**src/fp8bsd_pkg.sv**
```systemverilog
// Shared constants, types and weight decoding for the FP8 block-scaled dot product.
`timescale 1ns / 1ps

package fp8bsd_pkg;

  localparam int BLOCK_SIZE_DEF  = 128;
  localparam int MAX_COLUMNS_DEF = 8192;

  localparam int CODE_W     = 8;
  localparam int DATA_W     = 32;
  localparam int RESULT_W   = 64;
  localparam int WMAG_W     = 18;
  localparam int PROD_W     = 50;
  localparam int ROW_LEN_W  = 14;
  localparam int ROW_CNT_W  = 16;
  localparam int CFG_IDX_W  = 2;
  localparam int CFG_DATA_W = 16;
  localparam int QUEUE_DEPTH = 4;
  localparam int ROUND_SHIFT = 25;

  localparam logic [ROW_LEN_W-1:0] ROW_LENGTH_RST = 14'd128;
  localparam logic [ROW_CNT_W-1:0] ROW_COUNT_RST  = 16'd1;

  localparam logic signed [RESULT_W-1:0] S64_MAX = 64'sh7FFF_FFFF_FFFF_FFFF;
  localparam logic signed [RESULT_W-1:0] S64_MIN = 64'sh8000_0000_0000_0000;

  typedef enum logic [CFG_IDX_W-1:0] {
    REG_ROW_LENGTH = 2'd0,
    REG_ROW_COUNT  = 2'd1
  } cfg_reg_t;

  typedef struct packed {
    logic signed [PROD_W-1:0] prod;
    logic signed [DATA_W-1:0] scale;
    logic                     nan;
    logic                     close;
    logic                     row_end;
    logic                     final_row;
  } q_entry_t;

  // Magnitude of an E4M3 weight in units of 2^-9.
  function automatic logic [WMAG_W-1:0] weight_mag(input logic [CODE_W-1:0] code);
    logic [3:0]        e;
    logic [2:0]        m;
    logic [WMAG_W-1:0] base;
    e    = code[6:3];
    m    = code[2:0];
    base = WMAG_W'({1'b1, m});
    if (e == 4'd0) begin
      return WMAG_W'(m);
    end
    return base << (e - 4'd1);
  endfunction

  function automatic logic weight_is_nan(input logic [CODE_W-1:0] code);
    return code[6:0] == 7'h7F;
  endfunction

endpackage

```
**src/fp8bsd_if.sv**
```systemverilog
// Channel interfaces for input items, result items and configuration writes.
`timescale 1ns / 1ps

interface fp8bsd_data_if;
  import fp8bsd_pkg::*;
  logic                     valid;
  logic                     ready;
  logic [CODE_W-1:0]        weight_code;
  logic signed [DATA_W-1:0] activation;
  logic signed [DATA_W-1:0] block_scale;
  modport source (output valid, weight_code, activation, block_scale, input ready);
  modport sink (input valid, weight_code, activation, block_scale, output ready);
endinterface


interface fp8bsd_cfg_if;
  import fp8bsd_pkg::*;
  logic                  valid;
  logic                  ready;
  logic [CFG_IDX_W-1:0]  index;
  logic [CFG_DATA_W-1:0] data;
  modport source (output valid, index, data, input ready);
  modport sink (input valid, index, data, output ready);
endinterface

```
**src/fp8bsd_front.sv**
```systemverilog
// Front end: configuration registers, column and row tracking, weight decode and product.
`timescale 1ns / 1ps

module fp8bsd_front #(
  parameter int BLOCK_SIZE  = fp8bsd_pkg::BLOCK_SIZE_DEF,
  parameter int MAX_COLUMNS = fp8bsd_pkg::MAX_COLUMNS_DEF
) (
  input  logic                 clk,
  input  logic                 rst,
  fp8bsd_data_if.sink          data,
  fp8bsd_cfg_if.sink           cfg,
  output logic                 push_valid,
  input  logic                 push_ready,
  output fp8bsd_pkg::q_entry_t push_data
);
  import fp8bsd_pkg::*;

  localparam int COL_W = $clog2(MAX_COLUMNS + 1);
  localparam int BLK_W = (BLOCK_SIZE > 1) ? $clog2(BLOCK_SIZE) : 1;

  logic [ROW_LEN_W-1:0] row_length;
  logic [ROW_CNT_W-1:0] row_count;
  logic [COL_W-1:0]     column_index;
  logic [BLK_W-1:0]     block_index;
  logic [ROW_CNT_W-1:0] row_index;

  logic [COL_W-1:0]            len;
  logic [COL_W-1:0]            taken;
  logic [ROW_CNT_W-1:0]        row_index_inc;
  logic                        row_end;
  logic                        block_end;
  logic                        final_row;
  logic                        nan;
  logic [WMAG_W-1:0]           mag;
  logic signed [WMAG_W:0]      weight_val;
  logic signed [WMAG_W+DATA_W:0] prod_full;
  logic                        accept;

  assign cfg.ready = 1'b1;

  always_ff @(posedge clk) begin
    if (rst) begin
      row_length <= ROW_LENGTH_RST;
      row_count  <= ROW_COUNT_RST;
    end else if (cfg.valid && cfg.ready) begin
      unique case (cfg_reg_t'(cfg.index))
        REG_ROW_LENGTH: row_length <= cfg.data[ROW_LEN_W-1:0];
        REG_ROW_COUNT:  row_count  <= cfg.data[ROW_CNT_W-1:0];
        default: ;
      endcase
    end
  end

  always_comb begin
    if (row_length == '0) begin
      len = COL_W'(1);
    end else if (32'(row_length) > MAX_COLUMNS) begin
      len = COL_W'(MAX_COLUMNS);
    end else begin
      len = COL_W'(row_length);
    end
  end

  assign taken         = column_index + COL_W'(1);
  assign row_end       = taken >= len;
  assign block_end     = block_index == BLK_W'(BLOCK_SIZE - 1);
  assign row_index_inc = row_index + ROW_CNT_W'(1);
  assign final_row     = row_index_inc == row_count;

  assign nan        = weight_is_nan(data.weight_code);
  assign mag        = weight_mag(data.weight_code);
  assign weight_val = data.weight_code[7] ? -$signed({1'b0, mag}) : $signed({1'b0, mag});
  assign prod_full  = weight_val * data.activation;

  assign push_valid           = data.valid;
  assign data.ready           = push_ready;
  assign accept               = data.valid && push_ready;
  assign push_data.prod       = nan ? '0 : prod_full[PROD_W-1:0];
  assign push_data.scale      = data.block_scale;
  assign push_data.nan        = nan;
  assign push_data.close      = row_end || block_end;
  assign push_data.row_end    = row_end;
  assign push_data.final_row  = row_end && final_row;

  always_ff @(posedge clk) begin
    if (rst) begin
      column_index <= '0;
      block_index  <= '0;
      row_index    <= '0;
    end else if (accept) begin
      if (row_end) begin
        column_index <= '0;
        block_index  <= '0;
        row_index    <= final_row ? '0 : row_index_inc;
      end else begin
        column_index <= taken;
        block_index  <= block_end ? '0 : block_index + BLK_W'(1);
      end
    end
  end

endmodule

```
**src/flat_wrapper.sv**
```systemverilog
// flat-port wrapper written by rule: the top's interface ports become plain ports
module fp8bsd_front_flat import fp8bsd_pkg::*;
#(
  parameter int BLOCK_SIZE  = fp8bsd_pkg::BLOCK_SIZE_DEF,
  parameter int MAX_COLUMNS = fp8bsd_pkg::MAX_COLUMNS_DEF
)
  (clk, rst, push_valid, push_ready, push_data, data_valid, data_weight_code, data_activation, data_block_scale, data_ready, cfg_valid, cfg_index, cfg_data, cfg_ready);
  fp8bsd_data_if data_i ();
  fp8bsd_cfg_if cfg_i ();
  input  logic clk;
  input  logic rst;
  output logic push_valid;
  input  logic push_ready;
  output fp8bsd_pkg::q_entry_t push_data;
  input wire logic [$bits(data_i.valid)-1:0] data_valid;
  input wire logic [$bits(data_i.weight_code)-1:0] data_weight_code;
  input wire logic [$bits(data_i.activation)-1:0] data_activation;
  input wire logic [$bits(data_i.block_scale)-1:0] data_block_scale;
  output wire logic [$bits(data_i.ready)-1:0] data_ready;
  input wire logic [$bits(cfg_i.valid)-1:0] cfg_valid;
  input wire logic [$bits(cfg_i.index)-1:0] cfg_index;
  input wire logic [$bits(cfg_i.data)-1:0] cfg_data;
  output wire logic [$bits(cfg_i.ready)-1:0] cfg_ready;
  assign data_i.valid = data_valid;
  assign data_i.weight_code = data_weight_code;
  assign data_i.activation = data_activation;
  assign data_i.block_scale = data_block_scale;
  assign data_ready = data_i.ready;
  assign cfg_i.valid = cfg_valid;
  assign cfg_i.index = cfg_index;
  assign cfg_i.data = cfg_data;
  assign cfg_ready = cfg_i.ready;
  fp8bsd_front #(.BLOCK_SIZE(BLOCK_SIZE), .MAX_COLUMNS(MAX_COLUMNS)) u_core (.clk(clk), .rst(rst), .data(data_i), .cfg(cfg_i), .push_valid(push_valid), .push_ready(push_ready), .push_data(push_data));
endmodule
```
**config.mk**
```make
export PLATFORM = sky130hd
export DESIGN_NAME = fp8bsd_front_flat
export DESIGN_NICKNAME = d
export VERILOG_FILES = /design/src/fp8bsd_pkg.sv /design/src/fp8bsd_if.sv /design/src/fp8bsd_front.sv /design/src/flat_wrapper.sv
export SDC_FILE = /design/constraint.sdc
export NUM_CORES = 2
export LEC_CHECK = 0
export BUFFER_PORTS_ARGS = -buffer_cell sky130_fd_sc_hd__buf_2
export CAP_MARGIN = 40
export CORE_ASPECT_RATIO = 1.1
export CORE_UTILIZATION = 30
export CTS_CLUSTER_SIZE = 14
export DETAILED_ROUTE_END_ITERATION = 16
export GPL_ROUTABILITY_DRIVEN = 0
export HOLD_SLACK_MARGIN = 0.08
export PLACE_DENSITY_LB_ADDON = 0.15
export SYNTH_ARGS = -nofsm -noshare
export SYNTH_HDL_FRONTEND = slang
export SYNTH_SLANG_ARGS = --single-unit
```
**constraint.sdc**
```tcl
create_clock -name clk -period 19.7 [get_ports clk]
set_input_delay 0.985 -clock clk [delete_from_list [all_inputs] [get_ports clk]]
set_output_delay 0.985 -clock clk [all_outputs]
set_load 0.005 [all_outputs]
```
# [Word level (Yosys, flattened, before mapping)]
# Cells that the tools add are included.
# W data, S select, Z words.
[classes] mul=1 add_sub_neg=5 shift=1 eq_ne=4 magnitude_cmp=2 mux=11 reduce_logical=9
[op_table] op="$mul A19 B32 Y50" n=1
[op_table] op="$mux W50" n=1
[op_table] op="$mux W14" n=3
[op_table] op="$mux W18" n=2
[op_table] op="$mux W19" n=1
[op_table] op="$neg A18 Y19" n=1
[op_table] op="$shl A4 B4 Y18" n=1
[op_table] op="$add A16 B1 Y16 const B" n=1
[op_table] op="$eq A16 B16 Y1" n=1
[op_table] op="$mux W16" n=1
[op_table] op="$add A14 B1 Y14 const B" n=1
[op_table] op="$eq A7 B7 Y1 const B" n=2
[op_table] op="$ge A14 B14 Y1" n=1
[op_table] op="$gt A14 B14 Y1 const B" n=1
[op_table] op="$logic_not A14 Y1" n=1
[op_table] op="$mux W7" n=2
[op_table] op="$add A7 B1 Y7 const B" n=1
[op_table] op="$reduce_and A2 Y1" n=3
[op_table] op="$logic_not A4 Y1" n=1
[op_table] op="$sub A4 B1 Y4 const B" n=1
[op_table] op="$eq A2 B1 Y1 const B" n=1
[op_table] op="$logic_and A1 B1 Y1" n=2
[op_table] op="$logic_not A2 Y1" n=1
[op_table] op="$logic_or A1 B1 Y1" n=1
[op_table] op="$mux W1" n=1
[totals] ff_bits=67 out_inout_bits=89 wordCells=38

# [Depth between registers and ports, before layout]
[depth] word_depth=7 depth_mapped=43

# [Worst setup path before layout]
# OpenSTA, ideal clock, no wires.
[synth_timing] kind="input to output" from="input data_weight_code[3]" to="output push_data[85] in the netlist's numbering" slack_ns=8.806 arrival_ns=9.909 required_ns=18.715 n_path_buf=7 stages=42 cell_sequence="buf_6 buf_6 buf_6 inv_1 ha_1 buf_2 buf_2 buf_2 a31oi_1 nor3b_2 inv_1 ha_1 nand2_1 o21ai_0 nand2_1 a22o_1 clkbuf_1 nand2_1 [6 not listed] fa_1 fa_1 fa_1 inv_1 fa_1 inv_1 ha_1 nand3_1 nor2_1 a211oi_1 o41ai_1 a211o_1 a31oi_1 o31ai_1 a221o_1 a21oi_1 xnor3_1 nor2_1"
[synth_lines] element="from (decl)" line="flat_wrapper.sv:16" source="input wire logic [$bits(data_i.weight_code)-1:0] data_weight_code;"
[synth_lines] element="to (decl)" line="flat_wrapper.sv:14" source="output fp8bsd_pkg::q_entry_t push_data;"

==> metrics.log <==
[metrics] outcome: completed
[metrics] commonest register cell after synthesis: sky130_fd_sc_hd__dfxtp_1
[metrics] worst setup path startpoint: data_weight_code[3]
[metrics] routed via count: 19800
[metrics] area leader, netlist: sky130_fd_sc_hd__fa_1
[metrics] drt wl/cell: 18.8 um
[metrics] shortest clock period the worst path allows after layout: 13570 ps
[metrics] transition at the pin with the smallest max-transition slack: 890 ps
[metrics] number of synthesized flops with an enable pin: 0
[metrics] post-CTS setup-driven buffer insertion count: 0
[metrics] crit share post-route: 68.9%
[metrics] maximum fanout along the worst path: 36
[metrics] cell area after synthesis: 26100 um^2
[metrics] setup TNS: 0 ps
[metrics] maximum number of pins on one net before global-route repair: 62
[metrics] delay contributed by the slowest stage of the critical path: 870 ps
[metrics] drt drc: 0
[metrics] insertion delay of the later-clocked pin in the worst-skew pair: 330 ps
[metrics] Row Count: 113
[metrics] startpoint type of the worst setup path: input port
[metrics] normalized max-slew margin: 40.4%
[metrics] post-synth cell types: 86
[metrics] post-CTS resize count: 0
[metrics] area growth from synthesis to final layout: 6.52%
[metrics] area of all sequential standard cells: 1340 um^2
[metrics] aggregate global-route resource usage: 18.3%
[metrics] class of the most critical hold timing path: flop to flop
[metrics] starting density of the core: 30.3%
[metrics] CTS root buf: sky130_fd_sc_hd__clkbuf_16
[metrics] Synth Net Count: 3923
[metrics] clock tree from TritonCTS: yes
[metrics] largest buffer count on any clock path: 2
[metrics] remaining global-route overflow: 0
[metrics] vias in the first global route: 21500
[metrics] register bit total from synthesis: 67
[metrics] share of async-settable or async-resettable flops after synthesis: 0%
[metrics] cells taking the most area after synthesis: sky130_fd_sc_hd__fa_1, sky130_fd_sc_hd__inv_1, sky130_fd_sc_hd__nand2_1, sky130_fd_sc_hd__ha_1, sky130_fd_sc_hd__dfxtp_1
[metrics] filler cell count: 9290
[metrics] number of warning messages in the yosys log: 0
[metrics] number of nets at the end of the flow: 3872
[metrics] antenna diode instance count: 0
[metrics] top-area cell type share of the netlist area: 44.8%
[metrics] clock skew after layout: 6.87 ps
[metrics] via-per-instance ratio: 4.73
[metrics] first-pass detailed-route iteration total: 5
[metrics] chip height: 311 um
[metrics] final hold vios: 0
[metrics] placeable core region: 86200 um^2
[metrics] Critical Setup Path Class: input port to output port
[metrics] buffer and inverter count on the worst path: 11
[metrics] fraction of final layout cells with drive strength greater than 1: 6.97%
[metrics] overall die width: 283 um
[metrics] number of instances in the synthesized netlist: 3088
[metrics] Total Die Area: 88200 um^2
[metrics] startpoint of the tightest hold check path: u_core.block_index[6]
[metrics] Slew Limit Fails: 0
[metrics] Slowest cell on crit path: sky130_fd_sc_hd__ha_1
[metrics] initial antenna violation count: 1
[metrics] Post-DRT Antenna Nets: 0
[metrics] multi-input gate area in the final layout: 21700 um^2
[metrics] post-synthesis average cell area: 8.45 um^2
[metrics] setup violation total in the final timing report: 0
[metrics] number of buffers added to fix hold violations after cts: 0
[metrics] clock transition time at the flip-flop clock pins of the worst setup and hold paths: 60 ps
[metrics] boundary pin count: 184
[metrics] proportion of synthesized chip area in sequential cells: 5.14%
[metrics] r2r startpoint: u_core.column_index[0]
[metrics] number of clock sinks seen by CTS: 67
[metrics] # Max-Cap Violations: 0
[metrics] Fmax achieved: 0.0737 GHz
[metrics] final wirelength: 79.0 mm
[metrics] setup repair after global routing missed its margin: false
[metrics] H-tree lvl count: 3
[metrics] Critical Path Sink Type: output port
[metrics] wire length of the first global-routing pass: 126 mm
[metrics] required time of the critical path: 18720 ps
[metrics] sum of net half-perimeters after detailed placement: 61.6 mm
[metrics] count of buffers inserted at the top-level ports: 118
[metrics] critical path data arrival time: 12590 ps
[metrics] Top Family by Delay on Critical Path: adder cells
[metrics] clock buffer count from CTS: 9
[metrics] number of DRC violations after detailed-routing iteration 0: 805
[final cells by class]
class / count / share of cell area, %
Tap cell: 1150 / 5.18
Inverter: 590 / 7.97
Sequential cell: 67 / 4.82
Multi-Input combinational cell: 2219 / 78.0
Clock buffer: 11 / 0.873
Timing Repair Buffer: 150 / 3.00
Clock inverter: 4 / 0.185
[metrics by stage]
step | utilization [%] | cells | setup slack (ps) | hold slack, ps | cell area (um^2)
global placement | 31.9 | 4174 | 6410 | 460 | 27500
detailed placement | 31.9 | 4175 | 6170 | 460 | 27500
floorplan | - | 3088 | 8810 | 437 | 26100
finish | 32.2 | 4191 | 6130 | 471 | 27800
global route | 32.2 | 4191 | 5400 | 503 | 27800
CTS | 32.2 | 4190 | 6170 | 474 | 27800
[logic make-up after synthesis]
family          share of synthesized area (%)
simple gates                             18.7
buf+inv                                  12.2
fa+ha+maj                                52.3
compound gates                           7.90
xor+xnor                                 3.44
flops                                    5.14
mux                                     0.278
other cells                            0.0144
[worst reg2reg max path: cells and delay by family (launching register included)]
family	cells	cell delay (ps)
AOI/OAI and AO/OA	3	590
buffers and inverters	1	240
xor gates and xnor gates	1	180
and+or+nand+nor	8	2270
adders and majority gates	2	500
DFF	1	390
[state kept, by name, summed over array words and instances, names as in the netlist]
name,cells
u_core.row_count,16
u_core.row_index,16
u_core.column_index,14
u_core.row_length,14
u_core.block_index,7
[synthesized netlist by cell type, drive strengths merged, types with 12 or more instances]
cell type	n
o21ai	66
xor2	43
nand2	548
ha	156
nor2	136
nand2b	19
nor2b	62
nand3b	16
a31oi	17
nand3	30
and3	16
xnor2	57
nand4	21
o211ai	12
fa	584
buf	77
nor3	23
clkbuf	135
dfxtp	67
and2	143
inv	589
a21oi	111
a21o	35
[metal layers]
metal  GRT usage [%]  share of wire, %
met3            2.32               4.0
met5               0                 0
met2            31.9                49
met1            24.2                45
met4            3.94               2.1
[layout by cell type, fill, tap and decap left out, drive strengths merged, types with 23 or more instances in the layout]
master  instances
inv           590
fa            584
nand2         548
ha            156
buf           149
and2          143
nor2          136
a21oi         111
dfxtp          67
o21ai          66
nor2b          62
xnor2          57
xor2           43
a21o           35
nand3          30
nor3           23
[final timing paths]
check / to / slack, ps / depth (start not counted)
worst min register to register: u_core.block_index[6] / 470 / 2
worst max register to register: u_core.column_index[9] / 15480 / 15
worst max-delay path: push_data[85] / 6130 / 39
worst min-delay path: u_core.block_index[6] / 470 / 2
Power is not shown: default switching activity piles up to over one toggle a cycle in this logic, so the estimate is an artifact.
