### src/fp8bsd_pkg.sv
// Shared constants, types and weight decoding for the FP8 block-scaled dot product.
`timescale 1ns / 1ps

package fp8bsd_pkg;

  localparam int BLOCK_SIZE_DEF  = 128;
  localparam int MAX_COLUMNS_DEF = 8192;

  localparam int CODE_W     = 8;
  localparam int DATA_W     = 32;
  localparam int RESULT_W   = 64;
  localparam int WMAG_W     = 18;
  localparam int PROD_W     = 50;
  localparam int ROW_LEN_W  = 14;
  localparam int ROW_CNT_W  = 16;
  localparam int CFG_IDX_W  = 2;
  localparam int CFG_DATA_W = 16;
  localparam int QUEUE_DEPTH = 4;
  localparam int ROUND_SHIFT = 25;

  localparam logic [ROW_LEN_W-1:0] ROW_LENGTH_RST = 14'd128;
  localparam logic [ROW_CNT_W-1:0] ROW_COUNT_RST  = 16'd1;

  localparam logic signed [RESULT_W-1:0] S64_MAX = 64'sh7FFF_FFFF_FFFF_FFFF;
  localparam logic signed [RESULT_W-1:0] S64_MIN = 64'sh8000_0000_0000_0000;

  typedef enum logic [CFG_IDX_W-1:0] {
    REG_ROW_LENGTH = 2'd0,
    REG_ROW_COUNT  = 2'd1
  } cfg_reg_t;

  typedef struct packed {
    logic signed [PROD_W-1:0] prod;
    logic signed [DATA_W-1:0] scale;
    logic                     nan;
    logic                     close;
    logic                     row_end;
    logic                     final_row;
  } q_entry_t;

  // Magnitude of an E4M3 weight in units of 2^-9.
  function automatic logic [WMAG_W-1:0] weight_mag(input logic [CODE_W-1:0] code);
    logic [3:0]        e;
    logic [2:0]        m;
    logic [WMAG_W-1:0] base;
    e    = code[6:3];
    m    = code[2:0];
    base = WMAG_W'({1'b1, m});
    if (e == 4'd0) begin
      return WMAG_W'(m);
    end
    return base << (e - 4'd1);
  endfunction

  function automatic logic weight_is_nan(input logic [CODE_W-1:0] code);
    return code[6:0] == 7'h7F;
  endfunction

endpackage

### src/fp8bsd_queue.sv
// Short queue of classified items between the front end and the back end.
`timescale 1ns / 1ps

module fp8bsd_queue (
  input  logic                 clk,
  input  logic                 rst,
  input  logic                 push_valid,
  output logic                 push_ready,
  input  fp8bsd_pkg::q_entry_t push_data,
  output logic                 pop_valid,
  input  logic                 pop_ready,
  output fp8bsd_pkg::q_entry_t pop_data
);
  import fp8bsd_pkg::*;

  localparam int PTR_W = (QUEUE_DEPTH > 1) ? $clog2(QUEUE_DEPTH) : 1;
  localparam int CNT_W = $clog2(QUEUE_DEPTH + 1);

  q_entry_t         entries [QUEUE_DEPTH];
  logic [PTR_W-1:0] wr_ptr;
  logic [PTR_W-1:0] rd_ptr;
  logic [CNT_W-1:0] count;
  logic             push_fire;
  logic             pop_fire;

  assign push_ready = count != CNT_W'(QUEUE_DEPTH);
  assign pop_valid  = count != '0;
  assign pop_data   = entries[rd_ptr];
  assign push_fire  = push_valid && push_ready;
  assign pop_fire   = pop_valid && pop_ready;

  always_ff @(posedge clk) begin
    if (push_fire) begin
      entries[wr_ptr] <= push_data;
    end
  end

  always_ff @(posedge clk) begin
    if (rst) begin
      wr_ptr <= '0;
      rd_ptr <= '0;
      count  <= '0;
    end else begin
      if (push_fire) begin
        wr_ptr <= (wr_ptr == PTR_W'(QUEUE_DEPTH - 1)) ? '0 : wr_ptr + PTR_W'(1);
      end
      if (pop_fire) begin
        rd_ptr <= (rd_ptr == PTR_W'(QUEUE_DEPTH - 1)) ? '0 : rd_ptr + PTR_W'(1);
      end
      case ({push_fire, pop_fire})
        2'b10:   count <= count + CNT_W'(1);
        2'b01:   count <= count - CNT_W'(1);
        default: count <= count;
      endcase
    end
  end

endmodule

### config.mk
export PLATFORM = sky130hd
export DESIGN_NAME = fp8bsd_queue
export DESIGN_NICKNAME = d
export VERILOG_FILES = /design/src/fp8bsd_pkg.sv /design/src/fp8bsd_queue.sv
export SDC_FILE = /design/constraint.sdc
export NUM_CORES = 1
export LEC_CHECK = 0
export BUFFER_PORTS_ARGS = -buffer_cell sky130_fd_sc_hd__buf_2
export CORE_MARGIN = 2
export CORE_UTILIZATION = 35
export DETAILED_ROUTE_END_ITERATION = 8
export GPL_ROUTABILITY_DRIVEN = 0
export PLACE_DENSITY_LB_ADDON = 0.1
export SLEW_MARGIN = 20
export SYNTH_ARGS = -nofsm -noshare
export SYNTH_HDL_FRONTEND = slang
export SYNTH_SLANG_ARGS = --single-unit
### constraint.sdc
create_clock -name clk -period 5.4 [get_ports clk]
set_input_delay 0 -clock clk [delete_from_list [all_inputs] [get_ports clk]]
set_output_delay 0 -clock clk [all_outputs]
set_load 0.05 [all_outputs]
Yosys cells after proc, flatten, opt, wreduce, memory -nomap -nowiden. Memories as Yosys holds them, arrays and structs flattened. A register that Yosys moved wholly into a read port is not among the register bits. Cells that the tools add are included.

Register bits: 7. Memory bits (writable): 344. Input bits: 90. Output and inout bits: 88. Logic and storage cells: 24. Memories kept: 1.

Add/sub/neg operators: 4. Equal/unequal tests: 5. Multiplexer cells: 7. Reduce and logical (&&, ||, !) cells: 4.

Memory list: entries (words 4, width 86, rd ports 1, clocked after Yosys merged registers in 1, write ports 1, RTL line fp8bsd_queue.sv:19) `q_entry_t entries [QUEUE_DEPTH];`.

Operators with widths (number): 2-bit two-way mux (4); 2-bit equality test (second input constant) (3); 3-bit case mux with 2 select lines (1); 2-bit by 1-bit adder with 2-bit output (second input constant) (2); 3-bit by 1-bit adder with 3-bit output (second input constant) (1); 3-bit != test (second input constant) (1); 3-bit nonzero test (1); 3-bit by 1-bit subtractor with 3-bit output (second input constant) (1); 2-bit by 1-bit equality test with 1-bit output (second input constant) (1); 1-bit logical AND (2); 1-bit two-way mux (2); 2-bit nonzero test (1).

Longest topological paths before layout. Gate-level depths: netlist of the first run.

Depth in word-level cells: 4. Depth in mapped cells: 9. Mapped depth without buffers: 8.

Least setup slack after synthesis of the first run. OpenSTA, ideal clock, no wires.

Path type: register -> register. Start: register count[2]. End: register count[2]. Setup time: 0.070 ns. Arrival: 2.420 ns. Data required time: 5.330 ns. Path slack: 2.910 ns. Cell stages (with the launch flop): 10. Buffers on the path: 1. Cell sequence: dfxtp_1 -> or3b_1 -> clkbuf_2 -> nand2_1 -> ha_1 -> inv_1 -> fa_1 -> xor2_1 -> or3_2 -> a21oi_1.

Longest elaborated chain between the ends: 4. Elaborated cells on any way between the ends: 10. Those cells by class: add/sub: 2; eq/ne: 3; mux: 1; reduce/logical: 4.

Ends and longest elaborated chain: start: declaration (RTL line fp8bsd_queue.sv:22) `logic [CNT_W-1:0] count;`; start signal: assignment (RTL line fp8bsd_queue.sv:51) `2'b10: count <= count + CNT_W'(1);`; start signal: assignment (RTL line fp8bsd_queue.sv:52) `2'b01: count <= count - CNT_W'(1);`; start signal: assignment (RTL line fp8bsd_queue.sv:53) `default: count <= count;`; 3-bit != test * (RTL line fp8bsd_queue.sv:26) `assign push_ready = count != CNT_W'(QUEUE_DEPTH);`; named net push_ready (RTL line fp8bsd_queue.sv:8) `output logic push_ready,`; 1-bit logical AND * (RTL line fp8bsd_queue.sv:29) `assign push_fire = push_valid && push_ready;`; 2-bit by 1-bit equality test with 1-bit output or 2-bit equality test (tied branches) (RTL line fp8bsd_queue.sv:50) `case ({push_fire, pop_fire})`; 3-bit case mux with 2 select lines or 2-bit nonzero test (tied branches).

The timed path passes the listed nets; every way through them passes the cells marked *. A chain may end at the register's enable or synchronous reset.

==> summary.txt, run 1 <==
Global route
  • First-pass GRT wire length: 42.1 mm
  • Initial antenna violation count: 1
  • GRT Util Overall: 14.6%
  • GRT overflow: 0
  • Vias in the first global route: 7,028
  • Largest net degree at the start of global routing: 61

Drt
  • M1 WL: 11.6 mm
  • Post-Route WL: 27.4 mm
  • Drt drc: 0
  • Met3 WL: 1.78 mm
  • DR iter-0 viols: 338
  • Highest routed layer: met4
  • Routed wire per std cell: 21.2 um
  • Detailed Routing Iterations Pass 1: 4
  • Vias: 6,180
  • Met2 WL: 13.4 mm
  • Post-route ant nets: 0
  • Vias per inst: 4.79

Logic synthesis
  • Largest area contributor in the netlist: edfxtp_1
  • Yosys warnings: 0
  • Synthesized area: 12,900 sq um
  • Sequential-to-total area share from yosys stat: 81.5%
  • Yosys reg bits: 353
  • Cells after Synth: 502
  • Yosys cell types: 25
  • Share of the synthesized area in the top cell type: 80.1%
  • Synth area leaders: edfxtp_1, mux4_2, dfxtp_1, ha_1, buf_6
  • Syn nets: 599
  • Synthesized area per cell: 25.7 sq um

Timing
  • Fin. max-slew vios: 0
  • Tcrit/Tclk final: 54.3%
  • RSZ-0062 raised after global routing: false
  • Final TNS setup: 0 ns
  • Fin crit period: 2.93 ns
  • Slew HR: 33.9%
  • Worst-Margin Slew: 0.992 ns
  • Final hold violations: 0
  • Clock skew: 0.00701 ns
  • Fmax: 341 MHz
  • Endpoints failing setup: 0

Setup path
  • Critical Path AT: 2.93 ns
  • Worst setup SP type: flop
  • Crit Path Class: flop to output port
  • Crit end category: output port
  • CP Max Fanout: 26
  • R2R depth: 8
  • Required time of the critical path: 5.40 ns
  • R2R Setup Slk: 2.83 ns

Cells and area
  • Layout area overhead: 27.1%
  • Nets: 892
  • Share of cells above drive strength 1: 39.7%
  • Most common cell after layout, fill and taps aside: edfxtp_1
  • Most frequent cells in the layout: edfxtp_1, buf_2, dlygate4sd3_1
  • Final instance area: 16,400 sq um

Clocking
  • Worst skew pair latency: 0.52 ns
  • CTS H-tree lvls: 2
  • Bufs on Longest Clock Path: 3
  • CTS sink cnt: 353
  • Clk slew on worst S/H paths: 0.06 ns
  • Post_cts resized: 0
  • TritonCTS Buffers: 39
  • Root Buffer: clkbuf_16
  • CTS tree: built

Die
  • Initial core utilization: 35.4%
  • Die W: 196 um
  • Core region area: 36,400 sq um
  • Die Area: 38,400 sq um
  • Die height: 196 um
  • Row cnt: 70
  • I/O pin total: 178

Power and ir drop
  • Peak VDD IR: 0.300 mV
  • Power Density: 496 nW/um^2
  • Leak: 5.51 nW

Hold path
  • Hold Path Depth: 2
  • Type of the most critical hold path: primary input to flop

Place
  • Final HPWL DP: 15.5 mm
  • Area after DPL: 14,300 sq um
  • Port buffer count: 177

Job
  • Max_cap viols: 0

Outcome
  • Status: finished clean
## layout make-up
type                       count  area, sq um
fill                        3131        20000
inverter                       6         22.5
clock inverter                17          159
sequential                   353        10500
clock buffer                  51         1020
timing repair buffer         274         1850
tap                          468          586
antenna                        1         2.50
multi-input combinational    121         2230
## sequential cells by signal, summed over array words and instances (netlist names), named ones only
register,count
rd_ptr,2
entries,344
wr_ptr,2
count,3
## what timing repair did
action / in CTS / in global routing
endpoints found under the hold margin: 353 / 0
setup buffers: 0 / 0
hold buffers: 89 / 0
## where the power goes
part / leakage (nW) / switching, W / internal, W / total (W)
registers: 3.23 / 0.000124 / 0.00330 / 0.00342
clock network: 0.570 / 0.00101 / 0.00147 / 0.00249
logic: 1.71 / 0.00153 / 0.000695 / 0.00223
## critical path: stages, from the launching register on
cell	delay (ns)
dfxtp_4	0.68
buf_12	0.31
buf_4	0.52
mux4_2	0.61
buf_2	0.23
## synth_stat cells (all sizes together)
cell type,count
mux2i,2
or3b,1
a211o,1
o21ai,2
nor2,4
or3,4
clkbuf,5
nand2,2
nand2b,2
inv,6
buf,17
ha,6
edfxtp,344
mux4,86
xor2,2
o31ai,1
dfxtp,9
and3,4
a21oi,3
fa,1
## logic make-up (layout without fill, tap and decap cells)
kind of cell	after synthesis	in the layout	synth area share, %
muxes	88	88	15.2
and+or+nand+nor	17	17	0.786
AOI/OAI and AO/OA	7	7	0.349
buffers and inverters	28	348	1.27
adders and majority gates	7	7	0.738
DFF	353	353	81.5
other	0	1	0
xor gates and xnor gates	2	2	0.136
## layer usage
metal  up-vias  track usage [%]
met5         -                0
met4         0             4.55
met3        44             3.95
met2       166             24.4
met1      3230             18.7
li1       2740                -
## final timing paths
kind,to,start
min,entries[1][8]$_DFFE_PP_,push_data[8]
max reg2reg,count[2]$_SDFFE_PP0P_,count[2]$_SDFFE_PP0P_
max,pop_data[31],flop
min reg2reg,flop,rd_ptr[0]$_SDFFE_PP0P_
## through the flow
stage          worst slack [ns]  utilization (%)  power (W)  hold WS (ns)  instances
2_1_floorplan              2.91                -    0.00515        0.0989        502
3_3_place_gp               2.76             39.2    0.00567         0.209       1132
3_5_place_dp               2.71             39.2    0.00570         0.219       1132
4_1_cts                    2.15             44.9    0.00826         0.198       1289
5_1_grt                    2.20             45.0    0.00849         0.210       1291
6_report                   2.47             45.0    0.00813         0.226       1291
No activity file was read; power rests on OpenSTA's default activity.
==> run 2, diff against run 1 <==
ABC_AREA = 1   (was default)
clock period = 2.8 ns   (was 5.4 ns; I/O delays follow)
==> summary.txt, run 2 <==
Logic synthesis
  • Yosys cell types: 22 (-12%)
  • Synthesized area per cell: 14.7 sq um (-43%)
  • Sequential-to-total area share from yosys stat: 79.5% (-2.0 points)
  • Post-synth ARST share: 0% (unchanged)
  • Syn nets: 998 (+67%)
  • Synthesized area: 13,200 sq um (+2.6%)
  • Prevailing post-synth register cell: edfxtp_1
  • Share of the synthesized area in the top cell type: 78.1% (-2.0 points)
  • Yosys reg bits: 353 (unchanged)
  • Cells after Synth: 901 (+79%)
  • Synth area leaders: edfxtp_1, o21ai_0, nor2_1, o22ai_1, dfxtp_1
  • Largest area contributor in the netlist: edfxtp_1
  • Yosys warnings: 0 (unchanged)
  • Post-synth EDFFs: 344 (unchanged)
  • Synth top cells by count: edfxtp_1, nor2_1, o21ai_0, o22ai_1, buf_2
  • Count leader, synth: edfxtp_1

Die
  • Initial core utilization: 35.4% (about the same)
  • Die Area: 39,300 sq um (+2.5%)
  • Die W: 198 um (+1.3%)
  • Die height: 198 um (+1.3%)
  • I/O pin total: 178 (unchanged)
  • Core region area: 37,400 sq um (+2.6%)
  • Row cnt: 71 (+1.4%)

Power and ir drop
  • Peak VDD IR: 0.664 mV (+120%)
  • Sequential Power Share: 36.6% (-5.5 points)
  • Sw Share: 39.9% (+7.0 points)
  • Gate power share: 36.0% (+8.6 points)
  • Power Total: 0.0177 W (+120%)
  • Power Density: 1050 nW/um^2 (+110%)
  • Leak: 5.92 nW (+7.4%)
  • Sw power: 0.00704 W (+160%)
  • Clk network pwr share: 27.4% (-3.2 points)
  • Internal power: 0.0106 W (+94%)

Setup path
  • CP Max Fanout: 172 (+560%)
  • Crit Path Class: flop to output port
  • Crit end category: output port
  • Cells along the critical path: buf_12 > o21ai_1 > o22ai_1 > buf_2
  • Max incr delay on CP: 0.54 ns (-0.14 ns)
  • Worst setup SP type: flop
  • Critical Path AT: 2.35 ns (-0.58 ns)
  • Worst path slowest cell: buf_12
  • Required time of the critical path: 2.80 ns (-2.60 ns)

Drt
  • Post-Route WL: 31.0 mm (+13%)
  • Routed wire per std cell: 18.1 um (-15%)
  • DR iter-0 viols: 392 (+16%)
  • Vias: 8,151 (+32%)
  • Vias per inst: 4.76 (-0.48%)
  • Drt drc: 0 (unchanged)
  • Detailed Routing Iterations Pass 1: 6 (+2)
  • Post-route ant nets: 0 (unchanged)

Cells and area
  • # fillers: 3,399 (+8.6%)
  • Biggest regs: entries: 344 flops, count: 3 flops
  • Largest register by flop count: entries
  • Nets: 1,266 (+42%)
  • Most common cell after layout, fill and taps aside: edfxtp_1
  • Share of cells above drive strength 1: 21.1% (-19 points)
  • Layout area overhead: 27.3%
  • Finished Layout Cells: 1,711 (+33%)
  • Most frequent cells in the layout: edfxtp_1, nor2_1, buf_2
  • ANT cells: 0 (-1)
  • Max FFs per register: 344 (unchanged)

Clocking
  • Hold-fix buffers at CTS: 91 (+2.2%)
  • Root Buffer: clkbuf_16
  • CTS tree: built
  • TritonCTS Buffers: 40 (+2.6%)
  • Post-CTS Setup Bufs: 0 (unchanged)
  • CTS H-tree lvls: 2 (unchanged)
  • CTS sink cnt: 353 (unchanged)
  • Worst skew pair latency: 0.52 ns (about the same)
  • Clk slew on worst S/H paths: 0.06 ns (about the same)
  • Post_cts resized: 0 (unchanged)
  • Bufs on Longest Clock Path: 3 (unchanged)

Timing
  • Final hold violations: 0 (unchanged)
  • Slew HR: 46.2% (+12 points)
  • Fmax: 425 MHz
  • Clock skew: 0.0209 ns (+0.0139 ns)
  • Worst-Margin Slew: 0.807 ns (-0.184 ns)
  • Final TNS setup: 0 ns (unchanged)
  • Fin crit period: 2.35 ns
  • Fin. max-slew vios: 0 (unchanged)
  • Tcrit/Tclk final: 84.1%
  • RSZ-0062 raised after global routing: false
  • Endpoints failing setup: 0 (unchanged)
  • WHS: 0.225 ns (-0.000983 ns)

Place
  • Final HPWL DP: 16.1 mm (+3.6%)
  • Port buffer count: 177 (unchanged)
  • Post-Place Cells: 1,547 (+37%)

Global route
  • First-pass GRT wire length: 46.7 mm (+11%)
  • Initial antenna violation count: 0 (-1)
  • GRT overflow: 0 (unchanged)
  • GRT Util Overall: 15.6% (+1.0 points)
  • Largest net degree at the start of global routing: 173 (+180%)
  • Vias in the first global route: 8,156 (+16%)

Hold path
  • Type of the most critical hold path: primary input to flop

Job
  • Max_cap viols: 0 (unchanged)

Outcome
  • Status: finished clean
-- run 2: changes by cell type after synthesis, sizes merged, moves of 4 or more --
cell and delta:
nor2 +180, o21ai +172, mux4 -86, o22ai +86
clkbuf +19, buf +14, inv +12, nand2 +12
and3 -4, or3 -4
-- run 2: layout make-up --
cell class	count	area [sq um]	area share, %
flip-flops and latches	353	10500	62.5
multi-input cells	475	2340	13.9
repair buffers	281	2030	12.1
clock buffers	54	1120	6.63
well taps	511	639	3.80
clock inverters	19	120	0.714
inverters	18	72.6	0.431
-- run 2: cell families (layout without fill, tap and decap cells) --
logic type | count (synthesis) | in the layout | share of synthesized area [%]
AO/OA/AOI/OAI | 265 | 265 | 10.8
buffers and inverters | 73 | 372 | 3.09
AND/OR/NAND/NOR | 203 | 203 | 5.86
flip-flops | 353 | 353 | 79.5
adder cells (fa/ha/maj) | 7 | 7 | 0.719
-- run 2: path summary, 6_finish.rpt --
kind,from,end,slack [ns],cells past startpoint
worst max-delay path,flop,pop_data[61],0.45,4
worst min-delay path,push_data[25],entries[2][25]$_DFFE_PP_,0.22,2
worst max register to register,count[1]$_SDFFE_PP0P_,count[2]$_SDFFE_PP0P_,0.76,11
worst min register to register,count[0]$_SDFFE_PP0P_,count[0]$_SDFFE_PP0P_,0.54,2
-- run 2: worst max-delay path, delay by kind of cell, from the launching register on --
family          cells  cell delay, ns
buf+inv             2            0.87
compound gates      2            0.45
flops               1            0.38
-- run 2: through the flow --
step | setup slack, ns | util [%] | instance area, sq um
2_1_floorplan | 0.0640 | - | 13300
4_1_cts | 0.447 | 45.0 | 16800
3_3_place_gp | 0.801 | 39.3 | 14700
3_5_place_dp | 0.764 | 39.3 | 14700
6_report | 0.446 | 45.0 | 16800
5_1_grt | 0.307 | 45.0 | 16800
-- run 2: power by group through the flow --
stage	Sequential [W]	Combinational, W	Clock [W]
floorplan	0.00655	0.00466	0
global placement	0.00657	0.00635	0
detailed placement	0.00657	0.00635	0
CTS	0.00646	0.00647	0.00498
global route	0.00650	0.00683	0.00520
finish	0.00646	0.00636	0.00484
-- run 2: metal layers --
metal	track usage (%)	part of all wire [%]	vias to the layer above
met5	0	0	-
met4	4.04	1.8	0
met3	3.88	5.5	48
met2	25.2	46	167
met1	21.1	47	4011
li1	-	-	3925
